`src/hw/rtl/hpe_pkg.sv`:
```
`timescale 1ns / 1ps
`default_nettype none

package hpe_pkg;

    localparam int CFG_IDX_W = 3;
    localparam int ORDER_W   = 3;

    typedef logic [CFG_IDX_W-1:0] cfg_idx_t;

    // register indexes
    localparam cfg_idx_t CFG_ORDER     = 3'd0;
    localparam cfg_idx_t CFG_COEF_BASE = 3'd1;

    // control that travels along the cell chain with each item
    typedef struct packed {
        logic valid;
        logic last;
        logic sat;
    } hpe_ctrl_t;

endpackage

`default_nettype wire

```
`src/hw/rtl/hpe_cell.sv`:
```
`timescale 1ns / 1ps
`default_nettype none

module hpe_cell
    import hpe_pkg::*;
#(
    parameter int DATA_WIDTH = 16,
    parameter int FRAC_BITS  = 12
)
(
    input  logic                         clk,
    input  logic                         rst_n,
    input  logic                         active,
    input  logic signed [DATA_WIDTH-1:0] coef,
    input  hpe_ctrl_t                    in_ctrl,
    input  logic signed [DATA_WIDTH-1:0] in_x,
    input  logic signed [DATA_WIDTH-1:0] in_acc,
    output hpe_ctrl_t                    out_ctrl,
    output logic signed [DATA_WIDTH-1:0] out_x,
    output logic signed [DATA_WIDTH-1:0] out_acc
);

    localparam int PW = 2 * DATA_WIDTH;
    localparam int SW = 2 * DATA_WIDTH + FRAC_BITS + 2;

    localparam logic signed [SW-1:0] HI =
        {{(SW-DATA_WIDTH+1){1'b0}}, {(DATA_WIDTH-1){1'b1}}};
    localparam logic signed [SW-1:0] LO =
        {{(SW-DATA_WIDTH+1){1'b1}}, {(DATA_WIDTH-1){1'b0}}};
    localparam logic signed [SW-1:0] HALF = {{(SW-1){1'b0}}, 1'b1} << (FRAC_BITS - 1);

    // multiply stage
    hpe_ctrl_t                    ctrl_a_reg;
    hpe_ctrl_t                    ctrl_a_next;
    logic signed [DATA_WIDTH-1:0] x_a_reg;
    logic signed [DATA_WIDTH-1:0] acc_a_reg;
    logic signed [PW-1:0]         prod_a_reg;
    logic signed [PW-1:0]         prod_a_next;
    logic                         act_a_reg;

    // round, add and saturate stage
    hpe_ctrl_t                    ctrl_b_reg;
    hpe_ctrl_t                    ctrl_b_next;
    logic signed [DATA_WIDTH-1:0] x_b_reg;
    logic signed [DATA_WIDTH-1:0] acc_b_reg;
    logic signed [DATA_WIDTH-1:0] acc_b_next;
    logic                         sat_b_next;
    logic signed [SW-1:0]         sum_b;
    logic signed [SW-1:0]         quot_b;
    logic signed [SW-1:0]         s_b;

    assign ctrl_a_next = in_ctrl;
    assign prod_a_next = in_acc * in_x;

    always_ff @(posedge clk or negedge rst_n)
    begin
        if (!rst_n)
        begin
            ctrl_a_reg <= '0;
            ctrl_b_reg <= '0;
        end
        else
        begin
            ctrl_a_reg <= ctrl_a_next;
            ctrl_b_reg <= ctrl_b_next;
        end
    end

    always_ff @(posedge clk)
    begin
        x_a_reg    <= in_x;
        acc_a_reg  <= in_acc;
        prod_a_reg <= prod_a_next;
        act_a_reg  <= active;
        x_b_reg    <= x_a_reg;
        acc_b_reg  <= acc_b_next;
    end

    // round half up: floor((p + half) / 2^frac)
    assign sum_b  = SW'(prod_a_reg) + HALF;
    assign quot_b = sum_b >>> FRAC_BITS;
    assign s_b    = quot_b + SW'(coef);

    always_comb
    begin
        acc_b_next = acc_a_reg;
        sat_b_next = ctrl_a_reg.sat;
        if (act_a_reg)
        begin
            if (s_b > HI)
            begin
                acc_b_next = HI[DATA_WIDTH-1:0];
                sat_b_next = 1'b1;
            end
            else if (s_b < LO)
            begin
                acc_b_next = LO[DATA_WIDTH-1:0];
                sat_b_next = 1'b1;
            end
            else
            begin
                acc_b_next = s_b[DATA_WIDTH-1:0];
            end
        end
    end

    always_comb
    begin
        ctrl_b_next       = ctrl_a_reg;
        ctrl_b_next.sat   = sat_b_next;
    end

    assign out_ctrl = ctrl_b_reg;
    assign out_x    = x_b_reg;
    assign out_acc  = acc_b_reg;

endmodule

`default_nettype wire

```
`config.mk`:
```
export PLATFORM = sky130hd
export DESIGN_NAME = hpe_cell
export DESIGN_NICKNAME = d
export VERILOG_FILES = /design/src/hw/rtl/hpe_pkg.sv /design/src/hw/rtl/hpe_cell.sv
export SDC_FILE = /design/constraint.sdc
export NUM_CORES = 1
export LEC_CHECK = 0
export BUFFER_PORTS_ARGS = -buffer_cell sky130_fd_sc_hd__buf_2
export CAP_MARGIN = 20
export CORE_MARGIN = 2
export CORE_UTILIZATION = 65
export DETAILED_ROUTE_END_ITERATION = 10
export PLACE_DENSITY = 0.85
export SYNTH_ARGS = -nofsm -noshare
export SYNTH_HDL_FRONTEND = slang
export SYNTH_SLANG_ARGS = --single-unit
```
`constraint.sdc`:
```
create_clock -name clk -period 6.6 [get_ports clk]
set_input_delay 0.33 -clock clk [delete_from_list [all_inputs] [get_ports clk]]
set_output_delay 0.33 -clock clk [all_outputs]
set_load 0.005 [all_outputs]
```
==> reports/qor.yml <==
run_status:
  outcome: "complete, no violations"
placed_design:
  post-place-cells: 1729
  place.gp.congestion: 0.897
  io_buffers: 88
  hpwl_um: 24600
  place_ws_ps: 211
floorplanning:
  rows: 52
  die_h_um: 146
  core-area_mm2: 0.0200
  ios: 89
  start_util_pct: 65.7
  dieWidth_um: 146
  die-area_mm2: 0.0214
timing:
  fmax_mhz: 164
  fin_crit_ps: 6090
  drv_slew: 0
  tightest_slew_ps: 947
  tns_ps: 0
  slew_headroom_pct: 36.6
  hold_viol_final: 0
  post-route-period-util_pct: 92.3
  fin_skew_ps: 13.8
  setup_viol: 0
  rsz0062_at_grt: "no"
  fin_ws_ps: 508
clocking:
  clockBufferDepth: 2
  clock_sinks: 92
  path_clk_slew_ps: 80
  post-cts-setup-buffer-count: 0
  cts_tree: "built"
  cts_root_buf: "clkbuf_16"
  clk-insertion-delay-late_ps: 370
  htree_levels: 3
  cts_buffers: 9
routing:
  vias: 9760
  vias_per_cell: 5.59
  drt-pass1-iter-count: 5
  drt-initial-drc-count: 614
  wire_per_inst_um: 17.7
  drt_wl_total_um: 30900
  ant_nets: 0
  drc_errors: 0
min_path:
  min_from: "active"
  hp-class: "in -> reg"
synthesis:
  yosysWarnings: 0
  yosys.area.top_type: "fa_1"
  syn-cell-area_mm2: 0.0132
  avgSynthCellArea_um2: 9.46
  yosys-top-cells-count: "311 x inv_1, 262 x fa_1, 174 x nand2_1"
  synth_flop_cell: "dfxtp_1"
  synth.most_common_cell: "inv_1"
  ys_seq_elements: 92
  synth_fp_nets: 1808
  synth_sequential_area_ratio_pct: 14.2
  synthCells: 1391
  synth-edff-count: 0
  synthTopCellsByArea: "fa_1 40%, dfxtp_1 13%, ha_1 9.6%"
  yosysTopAreaCellShare_pct: 39.9
  synthArstFlopShare_pct: 6.52
  yosysUniqueCellTypes: 55
critical_path:
  cp-end-kind: "flop"
  cp_common_cell: "fa_1"
  crit_start: "in_acc[7]"
  cp_max_fo: 17
  r2r_setup_slack_ps: 1880
  cp_slowest_stage_delay_ps: 580
  cp-start-kind: "primary input"
  reg2reg_from: "prod_a_reg[13]$_DFF_P_"
  crit_arrival_ps: 6380
  worstPathRequired_ps: 6890
  path_cells: "buf_2, nand2_1, fa_1, inv_1, fa_1, inv_1, fa_1, inv_1, fa_1, fa_1, inv_1, fa_1, inv_1, ha_1, a21o_1, a21o_1, a211o_1, a21o_1, a311o_2, and3_4, or4_1, o2111ai_1"
  worstSetupPathType: "in -> reg"
  cp_slowest_cell: "fa_1"
final_layout:
  layout.nets: 1888
  nFillCells: 1467
  final_layout_size_suffix_gt1_share_pct: 9.62
  flow.area_growth_from_synthesis_pct: 8.21
  largest_reg_flops: 21
  final_cells: 1747
global_routing:
  grt_pass1_vias: 11000
  grt.overflow.total: 0
  grt_use_total_pct: 31.3
  grt_max_degree: 28
  grt_pass1_wl_um: 52300
  antenna_found_initial: 1
run:
  drv_cap: 0
-- what timing repair did --
action / 4_1_cts / 5_1_grt
endpoints found under the hold margin: 6 / 0
hold buffers: 1 / 0
resized for setup: 0 / 0
-- kinds of logic (layout without fill, tap and decap cells) --
| group | after synthesis | in the layout | share of synthesized area [%] |
|---|---|---|---|
| buffers and inverters | 351 | 436 | 10.1 |
| AOI/OAI and AO/OA | 125 | 125 | 7.18 |
| DFF | 92 | 92 | 14.2 |
| adders and majority gates | 363 | 363 | 49.5 |
| xor gates and xnor gates | 63 | 63 | 4.19 |
| other | 0 | 1 | 0 |
| muxes | 1 | 1 | 0.0761 |
| and+or+nand+nor | 396 | 396 | 14.8 |
-- metrics by stage --
step                      instance area [µm²]  utilization [%]  hold WS (ps)
after detailed placement                13900             69.5           162
after floorplan                         13200                -          34.4
final                                   14200             71.1          49.8
after CTS                               14200             71.1          50.2
after global routing                    14200             71.1          53.5
after global placement                  13900             69.5           151
-- worst max-delay path: cells and delay by family --
family,cells,cell delay [ps]
buf+inv,6,570
fa+ha+maj,7,3250
compound gates,6,1390
simple gates,3,820
-- routing by layer --
metal / GRT usage [%] / vias up / wire (µm)
li1: - / 4370 / -
met1: 36.3 / 4876 / 11300
met2: 56.7 / 396 / 16000
met3: 4.84 / 118 / 1900
met4: 15.7 / 0 / 1640
met5: 0 / - / 0
-- layout make-up --
class / count / area (µm²) / share of cell area, %
flip-flops and latches: 92 / 1870 / 13.1
multi-input cells: 948 / 9960 / 69.9
clock inverters: 7 / 80.1 / 0.562
clock buffers: 9 / 225 / 1.58
inverters: 312 / 1170 / 8.22
diodes: 1 / 2.50 / 0.0176
repair buffers: 108 / 593 / 4.16
well taps: 270 / 338 / 2.37
-- final timing paths --
| path | end | depth (start not counted) |
|---|---|---|
| hold / removal | act_a_reg$_DFF_P_ | 1 |
| setup reg to reg | out_acc[5]$_DFF_P_ | 16 |
| hold reg to reg | out_x[5]$_DFF_P_ | 0 |
| min in group asynchronous | out_ctrl[2]$_DFF_PN0_ | 2 |
| setup / recovery | prod_a_reg[30]$_DFF_P_ | 22 |
| max in group asynchronous | out_ctrl[0]$_DFF_PN0_ | 2 |
-- layout by cell type, fill, tap and decap left out, types with 4 or more instances in the layout --
| cell type | count |
|---|---|
| a211oi_1 | 8 |
| a21o_1 | 10 |
| a21oi_1 | 33 |
| and2_1 | 122 |
| and3_1 | 7 |
| buf_2 | 88 |
| buf_4 | 19 |
| clkbuf_16 | 9 |
| dfrtp_1 | 6 |
| dfxtp_1 | 86 |
| fa_1 | 262 |
| ha_1 | 101 |
| inv_1 | 311 |
| nand2_1 | 174 |
| nand2b_1 | 12 |
| nand3_1 | 11 |
| nand4_1 | 7 |
| nor2_1 | 39 |
| nor3_1 | 11 |
| o211ai_1 | 7 |
| o21a_1 | 9 |
| o21ai_0 | 16 |
| o221ai_1 | 4 |
| o311ai_0 | 4 |
| o311ai_2 | 7 |
| xnor2_1 | 43 |
| xor2_1 | 20 |
Power is left out: the tool's default activity adds up to more than one toggle a clock period on the data nets, which glitch-free logic cannot reach.
