$ cat config.mk
export PLATFORM = sky130hd
export DESIGN_NAME = hpe_regs
export DESIGN_NICKNAME = d
export VERILOG_FILES = /design/src/hw/rtl/hpe_pkg.sv /design/src/hw/rtl/hpe_regs.sv
export SDC_FILE = /design/constraint.sdc
export NUM_CORES = 1
export LEC_CHECK = 0
export ABC_AREA = 1
export ABC_CLOCK_PERIOD_IN_PS = 1000
export BUFFER_PORTS_ARGS = -buffer_cell sky130_fd_sc_hd__buf_2
export CAP_MARGIN = 5
export CELL_PAD_IN_SITES_DETAIL_PLACEMENT = 0
export CELL_PAD_IN_SITES_GLOBAL_PLACEMENT = 1
export CORE_MARGIN = 3
export CORE_UTILIZATION = 37
export DETAILED_ROUTE_END_ITERATION = 12
export PLACE_DENSITY = 0.81
export SYNTH_ARGS = -nofsm -noshare
export SYNTH_HDL_FRONTEND = slang
export SYNTH_SLANG_ARGS = --single-unit
$ cat constraint.sdc
create_clock -name clk -period 1 [get_ports clk]
set_clock_uncertainty 0.15 [all_clocks]
set_input_delay 0.2 -clock clk [delete_from_list [all_inputs] [get_ports clk]]
set_output_delay 0.2 -clock clk [all_outputs]
set_load 0.02 [all_outputs]
$ cat src/hw/rtl/hpe_pkg.sv
`timescale 1ns / 1ps
`default_nettype none

package hpe_pkg;

    localparam int CFG_IDX_W = 3;
    localparam int ORDER_W   = 3;

    typedef logic [CFG_IDX_W-1:0] cfg_idx_t;

    // register indexes
    localparam cfg_idx_t CFG_ORDER     = 3'd0;
    localparam cfg_idx_t CFG_COEF_BASE = 3'd1;

    // control that travels along the cell chain with each item
    typedef struct packed {
        logic valid;
        logic last;
        logic sat;
    } hpe_ctrl_t;

endpackage

`default_nettype wire

$ cat src/hw/rtl/hpe_regs.sv
`timescale 1ns / 1ps
`default_nettype none

module hpe_regs
    import hpe_pkg::*;
#(
    parameter int MAX_ORDER  = 6,
    parameter int DATA_WIDTH = 16
)
(
    input  logic                                 clk,
    input  logic                                 rst_n,
    input  logic                                 cfg_valid,
    input  cfg_idx_t                             cfg_index,
    input  logic [DATA_WIDTH-1:0]                cfg_data,
    output logic [ORDER_W-1:0]                   order_eff,
    output logic [MAX_ORDER:0][DATA_WIDTH-1:0]   coef
);

    logic [ORDER_W-1:0]                 order_reg;
    logic [ORDER_W-1:0]                 order_next;
    logic [MAX_ORDER:0][DATA_WIDTH-1:0] coef_reg;
    logic [MAX_ORDER:0][DATA_WIDTH-1:0] coef_next;

    always_comb
    begin
        order_next = order_reg;
        coef_next  = coef_reg;
        if (cfg_valid)
        begin
            if (cfg_index == CFG_ORDER)
            begin
                order_next = cfg_data[ORDER_W-1:0];
            end
            for (int k = 0; k <= MAX_ORDER; k++)
            begin
                if (cfg_index == CFG_COEF_BASE + CFG_IDX_W'(k))
                begin
                    coef_next[k] = cfg_data;
                end
            end
        end
    end

    always_ff @(posedge clk or negedge rst_n)
    begin
        if (!rst_n)
        begin
            order_reg <= '0;
            coef_reg  <= '0;
        end
        else
        begin
            order_reg <= order_next;
            coef_reg  <= coef_next;
        end
    end

    // orders above the chain length run the full chain
    assign order_eff = (order_reg > ORDER_W'(MAX_ORDER)) ? ORDER_W'(MAX_ORDER) : order_reg;
    assign coef      = coef_reg;

endmodule

`default_nettype wire

==> results of run 1 <==
## layout make-up
cell class | count | area share [%]
Sequential cell | 115 | 37.25
Timing Repair Buffer | 242 | 31.41
Multi-Input combinational cell | 367 | 20.51
Clock buffer | 19 | 5.734
Tap cell | 143 | 2.316
Clock inverter | 13 | 2.073
Inverter | 6 | 0.7127
## layer usage
| metal | track usage (%) | vias up | wire length [um] |
|---|---|---|---|
| li1 | - | 2068 | - |
| met1 | 29.65 | 2018 | 6331 |
| met5 | 0 | - | 0 |
| met2 | 35.37 | 140 | 6961 |
| met3 | 6.527 | 10 | 927 |
| met4 | 4.408 | 0 | 99 |
## power by group through the flow
stage / Combinational (mW) / Sequential, mW / Clock (mW)
after floorplan: 0.912 / 7.12 / 0
after global placement: 3.40 / 6.10 / 0
after detailed placement: 3.45 / 6.12 / 0
after CTS: 4.99 / 6.24 / 6.24
after global routing: 5.69 / 6.34 / 6.49
final: 5.30 / 6.26 / 6.17
## cell usage after synthesis
library cell / instances / area, sq um
nand2_2: 4 / 25.02
clkbuf_1: 6 / 22.52
clkbuf_2: 3 / 15.01
inv_1: 6 / 22.52
buf_2: 17 / 85.08
nor2_1: 6 / 22.52
dfrtp_1: 115 / 2878
a21boi_0: 1 / 7.510
nor2_2: 2 / 12.51
nand3_1: 51 / 255.2
nand2_1: 303 / 1137
## repair_timing
item / in CTS / in global routing
setup buffers: 43 / 24
pin swaps: 1 / 5
endpoints found under the setup margin: 115 / 148
resized for setup: 227 / 19
hold endpoints to repair: 211 / 0
hold buffers: 17 / 0
## worst min-delay path by stage
stage | to | depth (start not counted)
after floorplan | coef[0]$_DFFE_PN0P_ | 0
after global placement | coef[59]$_DFFE_PN0P_ | 1
after detailed placement | coef[57]$_DFFE_PN0P_ | 1
after CTS | coef[57]$_DFFE_PN0P_ | 2
after global routing | coef[57]$_DFFE_PN0P_ | 2
final | coef[57]$_DFFE_PN0P_ | 2
## per-stage QoR
step	util [%]	hold slack (ns)	area [sq um]	setup TNS, ns	worst slack, ns
after floorplan	-	-0.2456	4698	-1.070	-0.04594
after global placement	48.91	-0.08085	5680	-35.09	-0.3342
after detailed placement	48.91	-0.07672	5680	-38.43	-0.4142
after CTS	64.46	0.04402	7486	-34.13	-0.4551
after global routing	66.52	0.06012	7725	-36.49	-0.4998
final	66.52	0.04846	7725	-32.91	-0.4548
## logic make-up (layout without fill, tap and decap cells)
| logic type | Yosys count | count (layout) | synth area share [%] |
|---|---|---|---|
| AO/OA/AOI/OAI | 1 | 1 | 0.1675 |
| buffers and inverters | 32 | 280 | 3.237 |
| flip-flops | 115 | 115 | 64.19 |
| AND/OR/NAND/NOR | 366 | 366 | 32.40 |
## worst max-delay path, cell delays in order, from the launching register on
cell and delay (ns):
dfrtp_1 0.40, a21boi_2 0.16, buf_6 0.13
==> reports/metrics.cfg, run 1 <==
[outcome]
status = finished with violations
violations = negative setup slack

[cells_and_area]
final_common_cell = nand2_1
layout-drive-gt1-share_pct = 37.14
register_area_sq_mm = 0.002878
fillers = 910
largest_reg_flops = 112
multi_input_area_sq_mm = 0.001584
layout.nets = 771
final_cell_mix = nand2_1, buf_6, dfrtp_1
diodes = 0
fin_cells = 905
area_growth_pct = 72.31

[grt]
grt_pass1_vias = 4204
grt_antenna_before_repair = 0
overflow = 0
grt_max_degree = 45
grt_pass1_wl_um = 22450
grt_use_total_pct = 21.91

[placement]
placedCellCount = 791
dpl.hpwl_um = 9193
port-buffer-count = 136
gp_congestion = 0.7972

[flow_run]
drv_cap = 0

[sta]
rsz0062_at_grt = true
relSlewSlack_pct = 80.22
fmax_ghz = 0.6874
finalCritPeriodShare_pct = 145.5
finalSetupViolations = 118
slew_viol_final = 0
worst_pin_slew_ns = 0.2957
fin_crit_ns = 1.455
setup_slack_ns = -0.4548
finalHoldViolations = 0

[worst_hold_path]
min_path_type = in2async

[power]
power_frac_clock_pct = 34.8
power_mw = 17.72
p_sw_mw = 5.441
p_comb_share_pct = 29.9
leakagePower_nw = 4.177
p_seq_share_pct = 35.3
p_int_mw = 12.28
sw_frac_of_total_pct = 30.71
peakVddDrop_mv = 0.9754
p_per_area_mw_per_mm2 = 2294

[floorplan]
fp.dieW_um = 116.1
pin_count = 137
start_util_pct = 38.60
fp.dieH_um = 116.1
dieArea_sq_mm = 0.01347
coreArea_sq_mm = 0.01161
rows = 39

[detailed_routing]
routed_via_density = 4.681
wl_um = 14320
routedWlPerCell_um = 15.82
vias = 4236
drcViolationCount = 0
dr.pass1.iters = 5
drtIter0Drc = 306
antenna_left = 0

[synth]
yosysSeqAreaShare_pct = 64.19
synth.cell_area_sq_mm = 0.004483
yosys_warnings = 0
syn_nets = 536
ys_types = 11
ys_seq_elements = 115
syn-instance-count = 514
syn_avg_cell_area_sq_um = 8.722

[setup_path]
cp-start-kind = register
cp-end-kind = primary output
crit_end = order_eff[0]
r2r_end = coef[43]$_DFFE_PN0P_
reg2reg_from = coef[43]$_DFFE_PN0P_
cp_max_fo = 3
reg2reg_setup_slack_ns = -0.02
crit_arrival_ns = 1.10
critical_path_class = reg2out
startpoint = order_reg[2]$_DFFE_PN0P_
crit_required_ns = 0.65
ff2ff_path_depth = 4

[clocking]
clock_path_buffers = 2
cts_tree = built
cts_max_level = 4
cts_sinks = 115
clockRootBuffer = clkbuf_16
cts-buffers-inserted = 17
clkLatencyLatePin_ns = 0.40
cts.clk_slew.worst_paths_ns = 0.06

No activity file was read; power rests on OpenSTA's default activity.
==> run 2, diff against run 1 <==
--- a/config.mk
+++ b/config.mk
@@ -14,7 +14,7 @@
 export CORE_MARGIN = 3
 export CORE_UTILIZATION = 37
 export DETAILED_ROUTE_END_ITERATION = 12
-export PLACE_DENSITY = 0.81
+export PLACE_DENSITY_LB_ADDON = 0.15
 export SYNTH_ARGS = -nofsm -noshare
 export SYNTH_HDL_FRONTEND = slang
 export SYNTH_SLANG_ARGS = --single-unit
==> reports/metrics.cfg, run 2 (same netlist as run 1, synthesis figures left out) <==
[clocking]
cts-buffers-inserted = 17  ; unchanged
clkLatencyLatePin_ns = 0.41  ; about the same
cts_max_level = 4  ; unchanged
cts_sinks = 115  ; unchanged
cts_tree = built
clock_path_buffers = 2  ; unchanged
clockRootBuffer = clkbuf_16
cts.clk_slew.worst_paths_ns = 0.05  ; about the same

[flow_run]
drv_cap = 0  ; unchanged

[floorplan]
dieArea_sq_mm = 0.01347  ; unchanged
start_util_pct = 38.60  ; unchanged
rows = 39  ; unchanged
pin_count = 137  ; unchanged
coreArea_sq_mm = 0.01161  ; unchanged
fp.dieH_um = 116.1  ; unchanged
fp.dieW_um = 116.1  ; unchanged

[sta]
slew_viol_final = 0  ; unchanged
relSlewSlack_pct = 82.86  ; +2.6 points
finalHoldViolations = 0  ; unchanged
setup_slack_ns = -0.4561  ; -0.001302 ns
worst_pin_slew_ns = 0.2570  ; -0.03868 ns
finalCritPeriodShare_pct = 145.6  ; about the same
rsz0062_at_grt = true
fmax_ghz = 0.6868  ; about the same
finalSetupViolations = 118  ; unchanged
fin_setup_tns_ns = -34.06  ; -1.155 ns
fin_crit_ns = 1.456  ; +0.001302 ns

[setup_path]
critPathBufInv = 1  ; unchanged
crit_required_ns = 0.65  ; about the same
crit_chain = a21boi_2, buf_6
crit_family = flip-flops
cp_max_fo = 3  ; unchanged
crit_arrival_ns = 1.11  ; about the same
cp-end-kind = primary output
cpPeakStageDelay_ns = 0.41  ; about the same
critical_path_class = reg2out
slowest_stage = dfrtp_1
cp-start-kind = register

[cells_and_area]
register_area_sq_mm = 0.002878  ; unchanged
multi_input_area_sq_mm = 0.001595  ; +0.71%
area_growth_pct = 69.69
fin_util_pct = 65.50  ; -1.0 points
layout-drive-gt1-share_pct = 37.20  ; +0.064 points
final_common_cell = nand2_1
layout.nets = 768  ; -0.39%
diodes = 0  ; unchanged
largest_reg_flops = 112  ; unchanged
design_area_sq_mm = 0.007607  ; -1.5%
fillers = 931  ; +2.3%
final_cell_mix = nand2_1, buf_6, dfrtp_1

[detailed_routing]
antenna_left = 0  ; unchanged
drcViolationCount = 0  ; unchanged
routedWlPerCell_um = 16.02  ; +1.3%
wl_um = 14440  ; +0.82%
drtIter0Drc = 276  ; -9.8%
vias = 4242  ; +0.14%
dr.pass1.iters = 4  ; -1
routed_via_density = 4.708  ; +0.59%

[power]
power_frac_clock_pct = 32.1  ; -2.7 points
p_per_area_mw_per_mm2 = 2230  ; -2.8%
power_mw = 16.96  ; -4.3%
p_int_mw = 11.74  ; -4.4%
sw_frac_of_total_pct = 30.82  ; +0.11 points
p_seq_share_pct = 37.0  ; +1.7 points
p_sw_mw = 5.228  ; -3.9%
leakagePower_nw = 4.157  ; -0.49%
peakVddDrop_mv = 1.472  ; +51%
p_comb_share_pct = 30.9  ; +1.0 points

[grt]
grt_max_degree = 42  ; -6.7%
grt_antenna_before_repair = 0  ; unchanged
grt_use_total_pct = 22.09  ; +0.18 points
grt_pass1_vias = 4260  ; +1.3%
overflow = 0  ; unchanged
grt_pass1_wl_um = 22380  ; -0.31%

[placement]
port-buffer-count = 136  ; unchanged
dpl.hpwl_um = 9273  ; +0.87%
place_ws_ns = -0.4114  ; +0.002766 ns
dpl_cell_area_sq_mm = 0.005663  ; -0.31%
gp_congestion = 0.7512  ; -5.8%

[outcome]
status = finished with violations
violations = negative setup slack

[worst_hold_path]
min_path_type = in2reg

run 2: changes by cell type in the layout (fill, tap and decap cells not counted), sizes merged:
cell,previous run,this run
buf,224,222
bufinv,3,0
clkbuf,20,26
clkinvlp,5,0
run 2: area by class of cell:
| type | instances | area share [%] |
|---|---|---|
| multi-input cells | 367 | 20.97 |
| flip-flops and latches | 115 | 37.83 |
| clock inverters | 5 | 0.3289 |
| well taps | 143 | 2.352 |
| repair buffers | 239 | 31.10 |
| inverters | 6 | 0.7237 |
| clock buffers | 26 | 6.694 |
run 2: worst reg2reg max path, stage by stage, from the launching register on:
cell and delay (ns):
dfrtp_1 0.41, buf_4 0.14, buf_4 0.12, nand2_2 0.05, nand2_1 0.06
run 2: per-stage QoR:
stage / hold WS [ns] / std cells
finish: 0.1397 / 901
floorplan: -0.2456 / 514
global placement: 0.09045 / 792
detailed placement: 0.08437 / 792
CTS: 0.1282 / 873
global route: 0.1569 / 901
run 2: final timing paths:
kind | from | to | slack [ns] | cells after the start
setup reg to reg | coef[75]$_DFFE_PN0P_ | coef[75]$_DFFE_PN0P_ | -0.04 | 4
hold / removal | cfg_index[0] | coef[4]$_DFFE_PN0P_ | 0.14 | 5
hold reg to reg | order_reg[0]$_DFFE_PN0P_ | order_reg[0]$_DFFE_PN0P_ | 0.34 | 2
setup / recovery | order_reg[1]$_DFFE_PN0P_ | order_eff[0] | -0.46 | 2
max in group asynchronous | rst_n | order_reg[2]$_DFFE_PN0P_ | 0.27 | 3
min in group asynchronous | rst_n | coef[75]$_DFFE_PN0P_ | 0.21 | 3
run 2: power groups by stage:
stage	clock [mW]	combinational (mW)	sequential (mW)
6_report	5.45	5.24	6.27
5_1_grt	5.78	5.65	6.36
4_1_cts	5.54	4.87	6.26
3_5_place_dp	0	3.43	6.13
3_3_place_gp	0	3.39	6.11
2_1_floorplan	0	0.912	7.12
run 2: layer usage:
layer / GRT usage, % / part of all wire, %
met1: 28.50 / 43
met5: 0 / 0
met4: 7.425 / 1.2
met2: 35.86 / 49
met3: 6.423 / 6.0
run 2: timing repair:
item | CTS | global route
hold buffers | 17 | 0
setup buffers | 33 | 35
gates resized for setup | 229 | 20
hold endpoints to repair | 229 | 0
pin swaps | 0 | 7
endpoints found under the setup margin | 115 | 160
==> run 3, diff against run 2 <==
--- a/config.mk
+++ b/config.mk
@@ -7,7 +7,7 @@
 export LEC_CHECK = 0
 export ABC_AREA = 1
 export ABC_CLOCK_PERIOD_IN_PS = 1000
-export BUFFER_PORTS_ARGS = -buffer_cell sky130_fd_sc_hd__buf_2
+export BUFFER_PORTS_ARGS = -buffer_cell sky130_fd_sc_hd__clkbuf_2
 export CAP_MARGIN = 5
 export CELL_PAD_IN_SITES_DETAIL_PLACEMENT = 0
 export CELL_PAD_IN_SITES_GLOBAL_PLACEMENT = 1
==> reports/metrics.cfg, run 3 (same netlist as run 1, synthesis figures left out) <==
[cells_and_area]
layout-drive-gt1-share_pct = 37.17  ; about the same
multi_input_area_sq_mm = 0.001590  ; -0.31%
fillers = 944  ; +1.4%
final_common_cell = nand2_1
layout.nets = 766  ; -0.26%
register_area_sq_mm = 0.002878  ; unchanged
area_growth_pct = 72.26
largest_reg_flops = 112  ; unchanged
final_cell_mix = nand2_1, dfrtp_1, buf_6
diodes = 0  ; unchanged

[detailed_routing]
dr.pass1.iters = 4  ; unchanged
wl_um = 14610  ; +1.2%
drcViolationCount = 0  ; unchanged
antenna_left = 0  ; unchanged
routedWlPerCell_um = 16.25  ; +1.4%
drtIter0Drc = 206  ; -25%
vias = 4245  ; +0.071%
routed_via_density = 4.722  ; +0.29%

[clocking]
clockRootBuffer = clkbuf_16
cts-buffers-inserted = 17  ; unchanged
cts_sinks = 115  ; unchanged
clock_path_buffers = 2  ; unchanged
cts.clk_slew.worst_paths_ns = 0.05  ; about the same
cts_max_level = 4  ; unchanged
cts_tree = built
clkLatencyLatePin_ns = 0.41  ; about the same

[grt]
grt_antenna_before_repair = 0  ; unchanged
grt_pass1_wl_um = 22540  ; +0.68%
grt_max_degree = 44  ; +4.8%
grt_pass1_vias = 4204  ; -1.3%
grt_use_total_pct = 22.16  ; +0.074 points
overflow = 0  ; unchanged

[sta]
worst_pin_slew_ns = 0.4319  ; +0.1748 ns
fin_setup_tns_ns = -34.64  ; -0.5801 ns
hold_slack_ns = 0.02366  ; -0.1161 ns
finalCritPeriodShare_pct = 144.7  ; -0.91 points
rsz0062_at_grt = true
fin_crit_ns = 1.447  ; -0.009099 ns
relSlewSlack_pct = 71.21  ; -12 points
setup_slack_ns = -0.4470  ; +0.009099 ns
finalSetupViolations = 117  ; -0.85%
finalHoldViolations = 0  ; unchanged
fmax_ghz = 0.6911  ; +0.63%
slew_viol_final = 0  ; unchanged

[floorplan]
coreArea_sq_mm = 0.01161  ; unchanged
dieArea_sq_mm = 0.01347  ; unchanged
start_util_pct = 38.60  ; unchanged
fp.dieW_um = 116.1  ; unchanged
fp.dieH_um = 116.1  ; unchanged
pin_count = 137  ; unchanged
rows = 39  ; unchanged

[worst_hold_path]
min_path_type = in2reg
hold_depth = 3  ; -2

[placement]
gp_congestion = 0.7716  ; +2.7%
port-buffer-count = 136  ; unchanged
dpl.hpwl_um = 9334  ; +0.66%

[setup_path]
crit_required_ns = 0.65  ; about the same
cp_max_fo = 2  ; -1
crit_chain = a21boi_2, clkbuf_8
cpPeakStageDelay_ns = 0.39  ; -0.02 ns
slowest_stage = dfrtp_1
cp-start-kind = register
cp-end-kind = primary output
critical_path_class = reg2out
ff2ff_path_depth = 4  ; unchanged
crit_arrival_ns = 1.10  ; about the same

[power]
peakVddDrop_mv = 1.192  ; -19%
leakagePower_nw = 4.240  ; +2.0%
p_per_area_mw_per_mm2 = 2252  ; +0.98%

[outcome]
status = finished with violations
violations = negative setup slack

[flow_run]
drv_cap = 0  ; unchanged

## run 3: cell count changes in the layout (fill, tap and decap cells not counted), moves of 6 or more
cell,before,now
buf_4,71,77
dlygate4sd3_1,17,10
buf_2,20,2
clkbuf_8,5,37
buf_6,121,85
clkbuf_2,0,14
## run 3: cell type report
| type | instances | share of cell area [%] |
|---|---|---|
| clock buffers | 27 | 6.773 |
| clock inverters | 4 | 0.5833 |
| inverters | 6 | 0.7129 |
| multi-input cells | 367 | 20.59 |
| flip-flops and latches | 115 | 37.27 |
| well taps | 143 | 2.317 |
| repair buffers | 237 | 31.76 |
## run 3: final timing paths
path	end	slack (ns)	from
max	order_eff[0]	-0.45	order_reg[2]$_DFFE_PN0P_
min	coef[33]$_DFFE_PN0P_	0.02	cfg_data[1]
min reg2reg	order_reg[0]$_DFFE_PN0P_	0.32	order_reg[0]$_DFFE_PN0P_
min in group asynchronous	coef[93]$_DFFE_PN0P_	0.19	rst_n
max in group asynchronous	order_reg[1]$_DFFE_PN0P_	0.27	rst_n
max reg2reg	coef[71]$_DFFE_PN0P_	-0.02	coef[71]$_DFFE_PN0P_
## run 3: power by group
part,internal (mW),leakage [nW],total [mW],switching (mW)
logic,2.84,2.51,5.37,2.53
registers,5.54,1.45,6.25,0.708
clock network,3.78,0.283,5.77,1.99
## run 3: metrics by stage
stage	utilization, %	cells	cell area (sq um)	total power, mW	setup slack (ns)
after CTS	59.37	866	6895	16.17	-0.4680
after floorplan	-	514	4698	8.031	-0.04594
after detailed placement	48.96	795	5685	9.591	-0.3926
after global routing	66.49	899	7722	18.24	-0.4991
after global placement	48.96	795	5685	9.520	-0.3667
final	66.49	899	7722	17.39	-0.4470
## run 3: critical path, delay by kind of cell (launching register included)
kind / cells / cell delay (ns)
compound gates: 1 / 0.15
flops: 1 / 0.39
buf+inv: 1 / 0.15
## run 3: repair_timing
action | 4_1_cts | 5_1_grt
buffers inserted | 26 | 41
hold buffers | 14 | 0
pin swaps | 0 | 6
hold endpoints to repair | 174 | 0
resized for setup | 70 | 266
setup endpoints to repair | 115 | 158
## run 3: per-layer routing
metal / up-vias / routed length (um) / track usage [%]
met2: 152 / 7229 / 35.71
met5: - / 0 / 0
met1: 2022 / 6061 / 27.67
li1: 2047 / - / -
met3: 24 / 1009 / 6.789
met4: 0 / 309 / 9.590
